`src/design/rgd_pkg.sv`:
```
`timescale 1ns / 1ps
// ----------------------------------------------------------------------------
// rgd_pkg
// Types, codes and constants of the RDS group decoder.
// ----------------------------------------------------------------------------
package rgd_pkg;

	localparam logic [4:0] GT_NAME_A = 5'h00;
	localparam logic [4:0] GT_NAME_B = 5'h01;
	localparam logic [4:0] GT_TEXT   = 5'h04;
	localparam logic [4:0] GT_CLOCK  = 5'h08;

	localparam logic [1:0]  ERR_NONE       = 2'd0;
	localparam logic [7:0]  CHAR_SPACE     = 8'h20;
	localparam logic [16:0] MIN_SHOW_LIMIT = 17'd1500;
	localparam logic [11:0] RECIP_60       = 12'd2185;
	localparam int          RECIP_SHIFT    = 17;

	typedef struct packed {
		logic [15:0] group_block_b;
		logic [15:0] group_block_c;
		logic [15:0] group_block_d;
		logic [1:0]  block_error;
		logic        rds_synced;
	} group_t;

	typedef struct packed {
		logic [63:0] station_name;
		logic [4:0]  clock_hours;
		logic [5:0]  clock_minutes;
		logic        time_shown;
		logic        text_updated;
		logic [2:0]  chunk_index;
		logic [63:0] text_chunk;
		logic        last_result;
	} result_t;

	typedef struct packed {
		logic strobe;
		logic clear;
		logic name_en;
		logic clock_en;
		logic err_ok;
	} info_ctl_t;

	typedef struct packed {
		logic [63:0] name;
		logic [4:0]  hours;
		logic [5:0]  minutes;
		logic        shown;
	} info_stat_t;

	typedef enum logic [3:0] {
		ST_IDLE,
		ST_DECODE,
		ST_PUB_RD,
		ST_PUB_CHK,
		ST_PUB_WR,
		ST_FINISH,
		ST_OUT_RD,
		ST_OUT_SEND
	} state_t;

	function automatic logic printable(input logic [7:0] c);
		return (c > 8'd31) && (c < 8'd127);
	endfunction

endpackage

```
`src/design/rgd_group_if.sv`:
```
`timescale 1ns / 1ps
// ----------------------------------------------------------------------------
// rgd_group_if
// Input channel: one RDS group per item.
// ----------------------------------------------------------------------------
interface rgd_group_if;
	logic        valid;
	logic        ready;
	logic [15:0] group_block_b;
	logic [15:0] group_block_c;
	logic [15:0] group_block_d;
	logic [1:0]  block_error;
	logic        rds_synced;

	modport source (output valid, group_block_b, group_block_c, group_block_d,
		block_error, rds_synced, input ready);
	modport sink (input valid, group_block_b, group_block_c, group_block_d,
		block_error, rds_synced, output ready);
endinterface

```
`src/design/rgd_result_if.sv`:
```
`timescale 1ns / 1ps
// ----------------------------------------------------------------------------
// rgd_result_if
// Output channel: one decoded result per item.
// ----------------------------------------------------------------------------
interface rgd_result_if;
	logic        valid;
	logic        ready;
	logic [63:0] station_name;
	logic [4:0]  clock_hours;
	logic [5:0]  clock_minutes;
	logic        time_shown;
	logic        text_updated;
	logic [2:0]  chunk_index;
	logic [63:0] text_chunk;
	logic        last_result;

	modport source (output valid, station_name, clock_hours, clock_minutes,
		time_shown, text_updated, chunk_index, text_chunk, last_result, input ready);
	modport sink (input valid, station_name, clock_hours, clock_minutes,
		time_shown, text_updated, chunk_index, text_chunk, last_result, output ready);
endinterface

```
`src/design/rds_group_decoder_top.sv`:
```
`timescale 1ns / 1ps
// A group passes through decode, an optional publish pass over the collected radiotext
// characters, finish and the result read-out before its first result is offered.
// A changed text walks the 64-byte shown-text RAM, with one result hand-off per chunk.
// One group at a time: a new group is taken only after the last result of the previous one.
// Reset clears all state at once through valid bits; no clearing pass.
// ----------------------------------------------------------------------------
// rds_group_decoder_top
// RDS group decoder: station name, radiotext and clock time.
// ----------------------------------------------------------------------------
module rds_group_decoder_top (
	input logic         clk,
	input logic         arst_n,
	rgd_group_if.sink   grp,
	rgd_result_if.source res
);
	rgd_pkg::state_t     state_q, state_d;
	rgd_pkg::group_t     grp_q;
	rgd_pkg::result_t    res_q;
	rgd_pkg::info_ctl_t  ctl;
	rgd_pkg::info_stat_t stat;

	logic        res_valid_q;
	logic [15:0] col_vld_q;
	logic [63:0] shw_vld_q;
	logic [3:0]  last_pos_q;
	logic        last_ab_q;
	logic        any_nz_q;
	logic        changed_q;
	logic [6:0]  pub_i_q;
	logic [6:0]  pub_n_q;
	logic [7:0]  char_q;
	logic [2:0]  chunk_q;
	logic [3:0]  byte_q;
	logic [55:0] sr_q;
	logic [3:0]  col_rd_q;
	logic [5:0]  shw_rd_q;

	logic        col_we, shw_we;
	logic [3:0]  col_raddr;
	logic [31:0] col_rdata;
	logic [5:0]  shw_raddr;
	logic [7:0]  shw_rdata;
	logic [7:0]  col_byte;
	logic [7:0]  shw_old;
	logic [4:0]  gtype;
	logic        is_text;
	logic [3:0]  text_idx;
	logic        ab;
	logic        do_pub;
	logic [15:0] col_vld_kept;

	assign gtype    = grp_q.group_block_b[15:11];
	assign is_text  = (gtype == rgd_pkg::GT_TEXT);
	assign text_idx = grp_q.group_block_b[3:0];
	assign ab       = grp_q.group_block_b[4];
	assign do_pub   = is_text && grp_q.rds_synced && (text_idx < last_pos_q)
		&& (ab == last_ab_q);
	assign col_vld_kept = (ab != last_ab_q) ? 16'd0 : col_vld_q;

	assign col_raddr = pub_i_q[5:2];

	always_comb begin
		case (pub_i_q[1:0])
			2'd0:    col_byte = col_rdata[31:24];
			2'd1:    col_byte = col_rdata[23:16];
			2'd2:    col_byte = col_rdata[15:8];
			default: col_byte = col_rdata[7:0];
		endcase
		if (!col_vld_q[col_rd_q]) begin
			col_byte = 8'd0;
		end
		shw_old = shw_vld_q[shw_rd_q] ? shw_rdata : 8'd0;
	end

	rgd_ram #(.WIDTH(32), .DEPTH(16)) u_collect (
		.clk   (clk),
		.we    (col_we),
		.waddr (text_idx),
		.wdata ({grp_q.group_block_c, grp_q.group_block_d}),
		.raddr (col_raddr),
		.rdata (col_rdata)
	);

	rgd_ram #(.WIDTH(8), .DEPTH(64)) u_shown (
		.clk   (clk),
		.we    (shw_we),
		.waddr (pub_n_q[5:0]),
		.wdata (char_q),
		.raddr (shw_raddr),
		.rdata (shw_rdata)
	);

	rgd_info u_info (
		.clk    (clk),
		.arst_n (arst_n),
		.ctl    (ctl),
		.blk_b  (grp_q.group_block_b),
		.blk_c  (grp_q.group_block_c),
		.blk_d  (grp_q.group_block_d),
		.stat   (stat)
	);

	always_ff @(posedge clk or negedge arst_n) begin
		if (!arst_n) begin
			state_q <= rgd_pkg::ST_IDLE;
		end else begin
			state_q <= state_d;
		end
	end

	always_comb begin
		state_d      = state_q;
		col_we       = 1'b0;
		shw_we       = 1'b0;
		shw_raddr    = pub_n_q[5:0];
		ctl          = '0;
		unique case (state_q)
			rgd_pkg::ST_IDLE: begin
				if (grp.valid) begin
					state_d = rgd_pkg::ST_DECODE;
				end
			end
			rgd_pkg::ST_DECODE: begin
				ctl.strobe   = 1'b1;
				ctl.clear    = !grp_q.rds_synced;
				ctl.name_en  = (gtype == rgd_pkg::GT_NAME_A) || (gtype == rgd_pkg::GT_NAME_B);
				ctl.clock_en = (gtype == rgd_pkg::GT_CLOCK);
				ctl.err_ok   = (grp_q.block_error == rgd_pkg::ERR_NONE);
				state_d      = do_pub ? rgd_pkg::ST_PUB_RD : rgd_pkg::ST_FINISH;
			end
			rgd_pkg::ST_PUB_RD: begin
				state_d = pub_i_q[6] ? rgd_pkg::ST_FINISH : rgd_pkg::ST_PUB_CHK;
			end
			rgd_pkg::ST_PUB_CHK: begin
				if (col_byte == 8'd0) begin
					state_d = rgd_pkg::ST_FINISH;
				end else if (rgd_pkg::printable(col_byte)) begin
					state_d = rgd_pkg::ST_PUB_WR;
				end else begin
					state_d = rgd_pkg::ST_PUB_RD;
				end
			end
			rgd_pkg::ST_PUB_WR: begin
				shw_we  = 1'b1;
				state_d = rgd_pkg::ST_PUB_RD;
			end
			rgd_pkg::ST_FINISH: begin
				col_we  = is_text && (grp_q.block_error == rgd_pkg::ERR_NONE);
				state_d = rgd_pkg::ST_OUT_RD;
			end
			rgd_pkg::ST_OUT_RD: begin
				shw_raddr = {chunk_q, byte_q[2:0]};
				if (!changed_q || byte_q[3]) begin
					state_d = rgd_pkg::ST_OUT_SEND;
				end
			end
			rgd_pkg::ST_OUT_SEND: begin
				if (res.ready) begin
					state_d = res_q.last_result ? rgd_pkg::ST_IDLE : rgd_pkg::ST_OUT_RD;
				end
			end
			default: state_d = rgd_pkg::ST_IDLE;
		endcase
	end

	always_ff @(posedge clk or negedge arst_n) begin
		if (!arst_n) begin
			grp_q       <= '0;
			res_q       <= '0;
			res_valid_q <= 1'b0;
			col_vld_q   <= '0;
			shw_vld_q   <= '0;
			last_pos_q  <= '0;
			last_ab_q   <= 1'b0;
			any_nz_q    <= 1'b0;
			changed_q   <= 1'b0;
			pub_i_q     <= '0;
			pub_n_q     <= '0;
			char_q      <= '0;
			chunk_q     <= '0;
			byte_q      <= '0;
			sr_q        <= '0;
			col_rd_q    <= '0;
			shw_rd_q    <= '0;
		end else begin
			col_rd_q <= col_raddr;
			shw_rd_q <= shw_raddr;
			case (state_q)
				rgd_pkg::ST_IDLE: begin
					if (grp.valid) begin
						grp_q.group_block_b <= grp.group_block_b;
						grp_q.group_block_c <= grp.group_block_c;
						grp_q.group_block_d <= grp.group_block_d;
						grp_q.block_error   <= grp.block_error;
						grp_q.rds_synced    <= grp.rds_synced;
					end
				end
				rgd_pkg::ST_DECODE: begin
					pub_i_q <= '0;
					pub_n_q <= '0;
					chunk_q <= '0;
					byte_q  <= '0;
					if (!grp_q.rds_synced) begin
						col_vld_q  <= '0;
						shw_vld_q  <= '0;
						last_pos_q <= '0;
						any_nz_q   <= 1'b0;
						changed_q  <= any_nz_q;
					end else begin
						changed_q <= 1'b0;
					end
				end
				rgd_pkg::ST_PUB_CHK: begin
					if (col_byte != 8'd0) begin
						if (rgd_pkg::printable(col_byte)) begin
							char_q <= col_byte;
						end else begin
							pub_i_q <= pub_i_q + 7'd1;
						end
					end
				end
				rgd_pkg::ST_PUB_WR: begin
					if (shw_old != char_q) begin
						changed_q <= 1'b1;
					end
					shw_vld_q[pub_n_q[5:0]] <= 1'b1;
					any_nz_q <= 1'b1;
					pub_n_q  <= pub_n_q + 7'd1;
					pub_i_q  <= pub_i_q + 7'd1;
				end
				rgd_pkg::ST_FINISH: begin
					if (is_text) begin
						last_pos_q <= text_idx;
						if (ab != last_ab_q) begin
							last_ab_q <= ab;
							shw_vld_q <= '0;
							any_nz_q  <= 1'b0;
							changed_q <= changed_q | any_nz_q;
						end
						if (grp_q.block_error == rgd_pkg::ERR_NONE) begin
							col_vld_q <= col_vld_kept | (16'd1 << text_idx);
						end else begin
							col_vld_q <= col_vld_kept;
						end
					end
				end
				rgd_pkg::ST_OUT_RD: begin
					byte_q <= byte_q + 4'd1;
					if (byte_q != 4'd0) begin
						sr_q <= {sr_q[47:0], shw_old};
					end
					if (!changed_q || byte_q[3]) begin
						res_valid_q         <= 1'b1;
						res_q.station_name  <= stat.name;
						res_q.clock_hours   <= stat.hours;
						res_q.clock_minutes <= stat.minutes;
						res_q.time_shown    <= stat.shown;
						res_q.text_updated  <= changed_q;
						res_q.chunk_index   <= changed_q ? chunk_q : 3'd0;
						res_q.text_chunk    <= changed_q ? {sr_q, shw_old} : 64'd0;
						res_q.last_result   <= !changed_q || (chunk_q == 3'd7);
					end
				end
				rgd_pkg::ST_OUT_SEND: begin
					if (res.ready) begin
						res_valid_q <= 1'b0;
						chunk_q     <= chunk_q + 3'd1;
						byte_q      <= '0;
					end
				end
				default: ;
			endcase
		end
	end

	assign grp.ready         = (state_q == rgd_pkg::ST_IDLE);
	assign res.valid         = res_valid_q;
	assign res.station_name  = res_q.station_name;
	assign res.clock_hours   = res_q.clock_hours;
	assign res.clock_minutes = res_q.clock_minutes;
	assign res.time_shown    = res_q.time_shown;
	assign res.text_updated  = res_q.text_updated;
	assign res.chunk_index   = res_q.chunk_index;
	assign res.text_chunk    = res_q.text_chunk;
	assign res.last_result   = res_q.last_result;

`ifndef SYNTHESIS
	a_no_overlap: assert property (@(posedge clk) disable iff (!arst_n)
		res.valid |-> !grp.ready)
		else $error("result pending while a group is accepted");
	a_single_last: assert property (@(posedge clk) disable iff (!arst_n)
		(res.valid && !res.text_updated) |-> res.last_result)
		else $error("unchanged text result is not last");
	a_chunk_last: assert property (@(posedge clk) disable iff (!arst_n)
		(res.valid && res.text_updated && res.chunk_index == 3'd7) |-> res.last_result)
		else $error("final chunk not marked last");
	a_dashes: assert property (@(posedge clk) disable iff (!arst_n)
		(res.valid && !res.time_shown) |-> (res.clock_hours == 5'd0 && res.clock_minutes == 6'd0))
		else $error("time fields set while no time shown");
`endif
endmodule

```
`src/design/rgd_ram.sv`:
```
`timescale 1ns / 1ps
// ----------------------------------------------------------------------------
// rgd_ram
// Simple dual-port RAM, one write and one registered read port.
// ----------------------------------------------------------------------------
module rgd_ram #(
	parameter int WIDTH = 8,
	parameter int DEPTH = 64
) (
	input  logic                     clk,
	input  logic                     we,
	input  logic [$clog2(DEPTH)-1:0] waddr,
	input  logic [WIDTH-1:0]         wdata,
	input  logic [$clog2(DEPTH)-1:0] raddr,
	output logic [WIDTH-1:0]         rdata
);
	logic [WIDTH-1:0] mem [DEPTH];

	always_ff @(posedge clk) begin
		if (we) begin
			mem[waddr] <= wdata;
		end
		rdata <= mem[raddr];
	end
endmodule

```
`src/design/rgd_info.sv`:
```
`timescale 1ns / 1ps
// ----------------------------------------------------------------------------
// rgd_info
// Program-service name copies and clock-time state with hour/minute split.
// ----------------------------------------------------------------------------
module rgd_info (
	input  logic                clk,
	input  logic                arst_n,
	input  rgd_pkg::info_ctl_t  ctl,
	input  logic [15:0]         blk_b,
	input  logic [15:0]         blk_c,
	input  logic [15:0]         blk_d,
	output rgd_pkg::info_stat_t stat
);
	logic [7:0]  first_q  [8];
	logic [7:0]  second_q [8];
	logic [7:0]  shown_q  [8];
	logic [7:0]  first_d  [8];
	logic [7:0]  second_d [8];
	logic [7:0]  shown_d  [8];
	logic [5:0]  zone_q;
	logic [15:0] minute_q;
	logic [10:0] time_q;
	logic        time_valid_q;
	logic [4:0]  hours_q;

	logic [2:0]  pos;
	logic [3:0]  n;
	logic [5:0]  zone_d;
	logic [16:0] m_base;
	logic [16:0] adj;
	logic [16:0] m_new;
	logic [15:0] m_sat;
	logic        show;
	logic [22:0] prod;

	always_comb begin
		first_d  = first_q;
		second_d = second_q;
		shown_d  = shown_q;
		n        = 4'd0;
		pos      = {blk_b[1:0], 1'b0};
		if (ctl.clear) begin
			for (int i = 0; i < 8; i++) begin
				first_d[i]  = rgd_pkg::CHAR_SPACE;
				second_d[i] = rgd_pkg::CHAR_SPACE;
				shown_d[i]  = rgd_pkg::CHAR_SPACE;
			end
		end
		if (ctl.name_en) begin
			if (first_d[pos] == blk_d[15:8] && first_d[pos | 3'd1] == blk_d[7:0]) begin
				second_d[pos]        = blk_d[15:8];
				second_d[pos | 3'd1] = blk_d[7:0];
				if (first_d == second_d) begin
					for (int i = 0; i < 8; i++) begin
						if (rgd_pkg::printable(second_d[i])) begin
							shown_d[n[2:0]] = second_d[i];
							n = n + 4'd1;
						end
					end
				end
			end else begin
				first_d[pos]        = blk_d[15:8];
				first_d[pos | 3'd1] = blk_d[7:0];
			end
		end
	end

	always_comb begin
		zone_d = ctl.err_ok ? blk_d[5:0] : zone_q;
		m_base = ctl.clear ? 17'd0 : {1'b0, minute_q};
		if (ctl.err_ok) begin
			m_base = {11'd0, blk_d[11:6]}
				+ ({12'd0, blk_c[0], blk_d[15:12]} << 6)
				- ({12'd0, blk_c[0], blk_d[15:12]} << 2);
		end
		adj = ({12'd0, zone_d[4:0]} << 5) - ({12'd0, zone_d[4:0]} << 1);
		if (zone_d[5]) begin
			m_new = (m_base > adj) ? (m_base - adj) : 17'd0;
		end else begin
			m_new = m_base + adj;
		end
		m_sat = m_new[16] ? 16'hFFFF : m_new[15:0];
		show  = (m_new != 17'd0) && (m_new < rgd_pkg::MIN_SHOW_LIMIT);
		prod  = {12'd0, time_q} * {11'd0, rgd_pkg::RECIP_60};
	end

	always_ff @(posedge clk or negedge arst_n) begin
		if (!arst_n) begin
			for (int i = 0; i < 8; i++) begin
				first_q[i]  <= rgd_pkg::CHAR_SPACE;
				second_q[i] <= rgd_pkg::CHAR_SPACE;
				shown_q[i]  <= rgd_pkg::CHAR_SPACE;
			end
			zone_q       <= '0;
			minute_q     <= '0;
			time_q       <= '0;
			time_valid_q <= 1'b0;
			hours_q      <= '0;
		end else begin
			hours_q <= 5'(prod >> rgd_pkg::RECIP_SHIFT);
			if (ctl.strobe) begin
				first_q  <= first_d;
				second_q <= second_d;
				shown_q  <= shown_d;
				if (ctl.clear) begin
					minute_q     <= '0;
					time_q       <= '0;
					time_valid_q <= 1'b0;
				end
				if (ctl.clock_en) begin
					zone_q   <= zone_d;
					minute_q <= m_sat;
					if (show) begin
						time_q       <= m_new[10:0];
						time_valid_q <= 1'b1;
					end
				end
			end
		end
	end

	always_comb begin
		for (int i = 0; i < 8; i++) begin
			stat.name[63-8*i -: 8] = shown_q[i];
		end
		stat.shown   = time_valid_q;
		stat.hours   = time_valid_q ? hours_q : 5'd0;
		stat.minutes = time_valid_q ? 6'(time_q - ((11'(hours_q) << 6) - (11'(hours_q) << 2)))
			: 6'd0;
	end
endmodule
```
`src/flat_wrapper.sv`:
```
// flat-port wrapper written by rule: the top's interface ports become plain ports
module rds_group_decoder_top_flat 
  (clk, arst_n, grp_valid, grp_group_block_b, grp_group_block_c, grp_group_block_d, grp_block_error, grp_rds_synced, grp_ready, res_valid, res_station_name, res_clock_hours, res_clock_minutes, res_time_shown, res_text_updated, res_chunk_index, res_text_chunk, res_last_result, res_ready);
  rgd_group_if grp_i ();
  rgd_result_if res_i ();
  input logic clk;
  input logic arst_n;
  input wire logic [$bits(grp_i.valid)-1:0] grp_valid;
  input wire logic [$bits(grp_i.group_block_b)-1:0] grp_group_block_b;
  input wire logic [$bits(grp_i.group_block_c)-1:0] grp_group_block_c;
  input wire logic [$bits(grp_i.group_block_d)-1:0] grp_group_block_d;
  input wire logic [$bits(grp_i.block_error)-1:0] grp_block_error;
  input wire logic [$bits(grp_i.rds_synced)-1:0] grp_rds_synced;
  output wire logic [$bits(grp_i.ready)-1:0] grp_ready;
  output wire logic [$bits(res_i.valid)-1:0] res_valid;
  output wire logic [$bits(res_i.station_name)-1:0] res_station_name;
  output wire logic [$bits(res_i.clock_hours)-1:0] res_clock_hours;
  output wire logic [$bits(res_i.clock_minutes)-1:0] res_clock_minutes;
  output wire logic [$bits(res_i.time_shown)-1:0] res_time_shown;
  output wire logic [$bits(res_i.text_updated)-1:0] res_text_updated;
  output wire logic [$bits(res_i.chunk_index)-1:0] res_chunk_index;
  output wire logic [$bits(res_i.text_chunk)-1:0] res_text_chunk;
  output wire logic [$bits(res_i.last_result)-1:0] res_last_result;
  input wire logic [$bits(res_i.ready)-1:0] res_ready;
  assign grp_i.valid = grp_valid;
  assign grp_i.group_block_b = grp_group_block_b;
  assign grp_i.group_block_c = grp_group_block_c;
  assign grp_i.group_block_d = grp_group_block_d;
  assign grp_i.block_error = grp_block_error;
  assign grp_i.rds_synced = grp_rds_synced;
  assign grp_ready = grp_i.ready;
  assign res_valid = res_i.valid;
  assign res_station_name = res_i.station_name;
  assign res_clock_hours = res_i.clock_hours;
  assign res_clock_minutes = res_i.clock_minutes;
  assign res_time_shown = res_i.time_shown;
  assign res_text_updated = res_i.text_updated;
  assign res_chunk_index = res_i.chunk_index;
  assign res_text_chunk = res_i.text_chunk;
  assign res_last_result = res_i.last_result;
  assign res_i.ready = res_ready;
  rds_group_decoder_top u_core (.clk(clk), .arst_n(arst_n), .grp(grp_i), .res(res_i));
endmodule
```
`config.mk`:
```
export PLATFORM = sky130hd
export DESIGN_NAME = rds_group_decoder_top_flat
export DESIGN_NICKNAME = d
export VERILOG_FILES = /design/src/design/rgd_pkg.sv /design/src/design/rgd_group_if.sv /design/src/design/rgd_result_if.sv /design/src/design/rds_group_decoder_top.sv /design/src/design/rgd_ram.sv /design/src/design/rgd_info.sv /design/src/flat_wrapper.sv
export SDC_FILE = /design/constraint.sdc
export NUM_CORES = 2
export LEC_CHECK = 0
export BUFFER_PORTS_ARGS = -buffer_cell sky130_fd_sc_hd__buf_2
export CORE_ASPECT_RATIO = 1.25
export CORE_MARGIN = 1.5
export CORE_UTILIZATION = 43
export CTS_CLUSTER_SIZE = 20
export DETAILED_ROUTE_END_ITERATION = 7
export PLACE_DENSITY = 0.54
export REMOVE_ABC_BUFFERS = 1
export SLEW_MARGIN = 20
export SYNTH_ARGS = -nofsm -noshare
export SYNTH_HDL_FRONTEND = slang
export SYNTH_HIERARCHICAL = 1
export SYNTH_SLANG_ARGS = --single-unit
```
`constraint.sdc`:
```
create_clock -name clk -period 13.65 [get_ports clk]
set_input_delay 2.73 -clock clk [delete_from_list [all_inputs] [get_ports clk]]
set_output_delay 2.73 -clock clk [all_outputs]
set_load 0.01 [all_outputs]
```
# ---- Word level (Yosys, flattened, before mapping)
# Memory sizes are Yosys's and may differ from the RTL's. A register that Yosys moved wholly into a read port is not among the register bits.
# Index checks and enable logic that the tools add are counted.
dict set report totals {
  register_bits 614
  latch_bits 0
  ramBits 1024
  romBits 0
  output_inout_bits 147
  elab_cells 401
  mem_count 2
}
# name depth word_bits read_ports rd_clocked_by_memory_dff wr line
set mem_list {}
lappend mem_list {u_core.u_collect.mem 16 32 1 1 1 rgd_ram.sv:17} ;# logic [WIDTH-1:0] mem [DEPTH];
lappend mem_list {u_core.u_shown.mem 64 8 1 1 1 rgd_ram.sv:17}
dict set report classes {
  addsub 17
  mul 1
  n_div 0
  n_lt_le_gt_ge 43
  n_eq_ne 28
  shift 1
  n_mux 178
  bitwise_logic 12
  reduce_logical 61
}
# operator n
set op_table {}
lappend op_table {{two-way mux 64 bit} 39}
lappend op_table {{bitwise mux 64 bit} 11}
lappend op_table {{demux 8 bit (select 3 bit)} 9}
lappend op_table {{case mux 64 bit (3 select lines)} 1}
lappend op_table {{two-way mux 8 bit} 19}
lappend op_table {{two-way mux 16 bit} 8}
lappend op_table {{two-way mux 3 bit} 33}
lappend op_table {{> comparator 8 x 5 -> 1 bit, second input constant} 9}
lappend op_table {{< comparator 8 x 7 -> 1 bit, second input constant} 9}
lappend op_table {{equality test 64 bit} 1}
lappend op_table {{bitwise OR 64 bit} 1}
lappend op_table {{two-way mux 17 bit} 3}
lappend op_table {{binary-select mux 8 bit (select 3 bit)} 2}
lappend op_table {{>= comparator 4 bit, second input constant} 9}
lappend op_table {{< comparator 4 x 1 -> 1 bit, second input constant} 9}
lappend op_table {{NOT 3 -> 4 bit} 9}
lappend op_table {{two-way mux 11 bit} 3}
lappend op_table {{case mux 16 bit (2 select lines)} 1}
lappend op_table {{case mux 4 bit (8 select lines)} 1}
lappend op_table {{two-way mux 4 bit} 7}
lappend op_table {{logical AND 1 bit} 25}
lappend op_table {{case mux 8 bit (3 select lines)} 1}
lappend op_table {{multiplier 11 x 12 -> 22 bit, second input constant} 1}
lappend op_table {{two-way mux 1 bit} 22}
lappend op_table {{61 further kinds} 108}

# ---- Logic depth before layout (Yosys ltp)
dict set report logic_depth {
  depth_word 53
  ltp_mapped 39
  mapped_depth_nobuf 31
}

# ---- Modules after synthesis
# The synthesis kept the hierarchy.
# mod n_inst cells_each area_each_um2
set modules_own_cells {}
lappend modules_own_cells {{rgd_ram at u_core.u_shown} 1 940 20166.8}
lappend modules_own_cells {rgd_info 1 2378 20068.0}
lappend modules_own_cells {{rgd_ram at u_core.u_collect} 1 838 19835.3}
lappend modules_own_cells {rds_group_decoder_top 1 1678 16165.5}

# ---- Least setup slack after synthesis
# No wires, ideal clock.
dict set report synth_path {
  path_kind {register -> register}
  from {register u_core.state_q[0]}
  to {register u_core.u_info.shown_q (netlist bit u_core/u_info/stat[18])}
  arrival_ps 7561
  setup_slack_ps 5968
  stages_incl_launch_ff 38
  path_buffers 8
  cell_sequence {dfrtp_1 buf_2 clkinv_1 or3_1 clkbuf_1 nor2_1 buf_4 buf_2 buf_2 buf_2 a2bb2oi_1 nor3_1 a21boi_1 buf_2 inv_1 fa_1 inv_1 ha_1 (+2 left out) o31ai_2 inv_2 ha_1 mux2i_1 nor2_1 ha_1 nand2b_1 nand2_1 inv_1 ha_1 nand2_1 xnor3_1 nor2_1 nand3_1 buf_2 o21ai_0 o22ai_1 a22o_1}
}
# element line
set synth_lines {}
lappend synth_lines {{start: declaration} rds_group_decoder_top.sv:17} ;# rgd_pkg::state_t state_q, state_d;
lappend synth_lines {{start signal: assignment} rds_group_decoder_top.sv:106} ;# state_q <= rgd_pkg::ST_IDLE;
lappend synth_lines {{start signal: assignment} rds_group_decoder_top.sv:108} ;# state_q <= state_d;
lappend synth_lines {{end signal: indexed assignment} rgd_info.sv:93} ;# shown_q[i] <= rgd_pkg::CHAR_SPACE;
lappend synth_lines {{end signal: assignment} rgd_info.sv:105} ;# shown_q <= shown_d;
lappend synth_lines {{end: declaration} rgd_info.sv:17} ;# logic [7:0] shown_q [8];

==> results by group <==
Critical path
  – Worst Path Max Fanout: between 40 and 50
  – Worst reg2reg path startpoint: u_core/state_q[0]
  – Worst Reg-to-Reg Cells: 31
  – CP required: between 10 and 15 ns
  – Critical Path Sink Type: register
  – Worst path bufs/invs: 8
  – Slowest stage cell on the critical path: a2bb2oi_1
  – Family with the most delay on the worst path: simple AND/OR/NAND/NOR gates
  – R2r setup slk: a little over 4 ns
  – Setup Crit Path Kind: reg2reg
  – R2R Path End: u_core/u_info/stat[66]
  – Crit path arrival time: around 10 ns
  – Critical path's largest stage delay: slightly below 0.7 ns
  – Crit start category: register

Global route
  – Number of global-route vias before repair: 50840
  – Largest net degree at the start of global routing: approximately 160
  – Grt total ovfl: 0
  – First-pass GRT wire length: 346000 µm
  – Initial antenna violation count: 10
  – Total GRT Usage: 0.262

Placement
  – Global placement routability congestion: between 0.9 and 1
  – Worst slack at placement: about 4.3 ns
  – DPL Wire Length: roughly 150000 µm
  – I/O Buffers: 195
  – DP Area: 79800 µm²
  – Placed insts: ~8000

STA
  – Min setup slack post-route: between 4 and 5 ns
  – Min Tclk post-route: 9.50 ns
  – Final period util: 0.696
  – Worst hold margin: 0.458 ns
  – Worst rel slew slack: 0.209
  – Slew Viols, Final: 0
  – Final Hold Viols: 0
  – Endpoints failing setup: 0
  – Worst-Margin Slew: ~1.2 ns
  – Fmax: 0.105 GHz
  – Max Clock Skew: roughly 0.044 ns
  – RSZ-0062 raised after global routing: false
  – Setup tns final: 0 ns

Clock network
  – Post-CTS sizing: 0
  – Clk buf depth: 3
  – CTS Hold Buffers Added: 0
  – TritonCTS clock tree: yes
  – Setup Buffers After CTS: 0
  – Later-pin clock latency in the skew report: 0.86 ns
  – Root Buffer: clkbuf_16
  – CTS Sinks: 1670
  – Inserted Clock Buffers: about 170
  – CTS H-tree depth: 4
  – Clock slew at reported path FFs: ~0.06 ns

Die
  – I/O pin cnt: roughly 200
  – Die height: between 400 and 500 µm
  – Number of core rows: about 170
  – Die Wd: between 300 and 400 µm
  – Die Area: roughly 180000 µm²
  – Core ar.: 176000 µm²
  – Initial core utilization: 0.433

Power and ir drop
  – Pwr dens: between 200 and 300 nW/µm²
  – PnR Total Power: between 20 and 25 mW
  – Register share of total power: 0.284
  – Switching Fraction: 0.453
  – Clock network fraction of design power: 0.206
  – Worst vdd ir: between 0.0004 and 0.0005 V
  – Leak Pwr: approximately 33 nW
  – Switching power: 10.2 mW
  – Int Power: 12.3 mW
  – Logic pwr share: 0.510

Drt
  – Via density: 6.02
  – DRT Wirelength: 235000 µm
  – First-pass iteration count of the detailed router: 6
  – # DRC: 0
  – Wire length per cell: around 28 µm
  – DRT antenna net count: 0
  – Via count: 50930
  – Initial DRC Count: around 4600

Layout
  – Synth-to-Final Area Change: 12.2%
  – Fin cells: 8463
  – Final nets: around 6100
  – Ratio of cells with drive above 1 in the final layout: 0.185
  – Fin util: 0.486
  – Fillers: approximately 16000
  – Fin area: 85300 µm²

Hold path
  – Hold Path Sink: u_core/res.text_chunk[40]
  – Hold Path Class: reg2reg
  – Worst Hold Launch: u_core/res.text_chunk[40]
  – Hold Crit Depth: 2

Synth
  – Mapped Cells: 5822
  – Syn avg cell area: 13.1 µm²
  – Post-synthesis instance area: between 70000 and 80000 µm²
  – Synthesis Warnings: 6

Run status
  – Status: finished, final reports clean

Run
  – Max-cap violation count: 0
## final cells by class
type | instances | area [µm²] | share of cell area
Tap cell | 2349 | 2940 | 0.0344
Clock inverter | 83 | 891 | 0.0104
Multi-Input combinational cell | 3625 | 27300 | 0.320
Sequential cell | 1670 | 46800 | 0.548
Inverter | 150 | 566 | 0.00663
Clock buffer | 232 | 4640 | 0.0544
Timing Repair Buffer | 353 | 2230 | 0.0262
Antenna cell | 1 | 2.50 | 0.0000293
## power by group through the flow
stage               clock network, mW  logic [mW]  registers (mW)
floorplan                           0        7.55            6.52
global placement                    0        11.2            6.47
detailed placement                  0        11.2            6.49
CTS                              4.76        11.3            6.39
global route                     4.93        12.3            6.45
finish                           4.64        11.5            6.39
## state kept, by name (all words and copies together), names as in the netlist, 8 cells and up
signal / cells
u_core/u_collect/mem: 512
u_core/u_shown/mem: 512
u_core/res.station_name: 64
u_core/res.text_chunk: 64
u_core/shw_vld_q: 64
u_core/u_info/first_q: 64
u_core/u_info/second_q: 64
u_core/u_info/stat: 64
u_core/sr_q: 56
u_core/grp_q: 44
u_core/u_collect/rdata: 32
u_core/col_vld_q: 16
u_core/u_info/minute_q: 16
u_core/u_info/time_q: 11
u_core/char_q: 8
u_core/u_shown/rdata: 8
## routing by layer
layer,up-vias,part of all wire,GRT usage
met5,-,0.00029,0
met1,26180,0.41,0.344
met4,10,0.048,0.119
li1,22331,-,-
met3,502,0.061,0.0414
met2,1907,0.48,0.429
## cells in the final DEF (no fill, tap or decap), drive strengths merged, types with 29 or more instances in the layout
master and n:
mux2 97, o211ai 35, and2 39, a22oi 95, inv 152, clkinv 67
dfrtp 582, o21ai 281, nand2b 40, nand3 155, mux4 275, dfxtp 40
a211oi 97, ha 102, o22ai 73, a21oi 187, mux2i 98, nand2 832
a31oi 74, edfxtp 1024, nor2b 59, o31ai 29, buf 353, nor3 74
xnor2 49, clkbuf 232, a22o 99, nor2 336, nand4 32, nor3b 37
nor4 31
## worst register-to-register path: cells and delay by family (launching register included)
kind / cells / cell delay (ns)
AOI/OAI and AO/OA: 6 / 1.70
xor gates and xnor gates: 1 / 0.25
adders and majority gates: 5 / 1.85
buffers and inverters: 8 / 1.95
DFF: 1 / 0.68
muxes: 1 / 0.28
and+or+nand+nor: 10 / 2.70
## worst max-delay path by stage
stage	startpoint	to	cells past startpoint	slack (ns)
2_1_floorplan	u_core/state_q[1]	u_core/u_shown/rdata[4]	7	-5.58
3_5_place_dp	u_core/state_q[0]	u_core/u_info/stat[66]	33	4.29
3_3_place_gp	u_core/state_q[0]	u_core/u_info/stat[64]	33	4.32
6_report	u_core/state_q[0]	u_core/u_info/stat[66]	31	4.15
5_1_grt	u_core/state_q[0]	u_core/u_info/stat[38]	33	3.47
4_1_cts	u_core/state_q[0]	u_core/u_info/stat[66]	33	4.25
No activity file was read; power rests on OpenSTA's default activity.
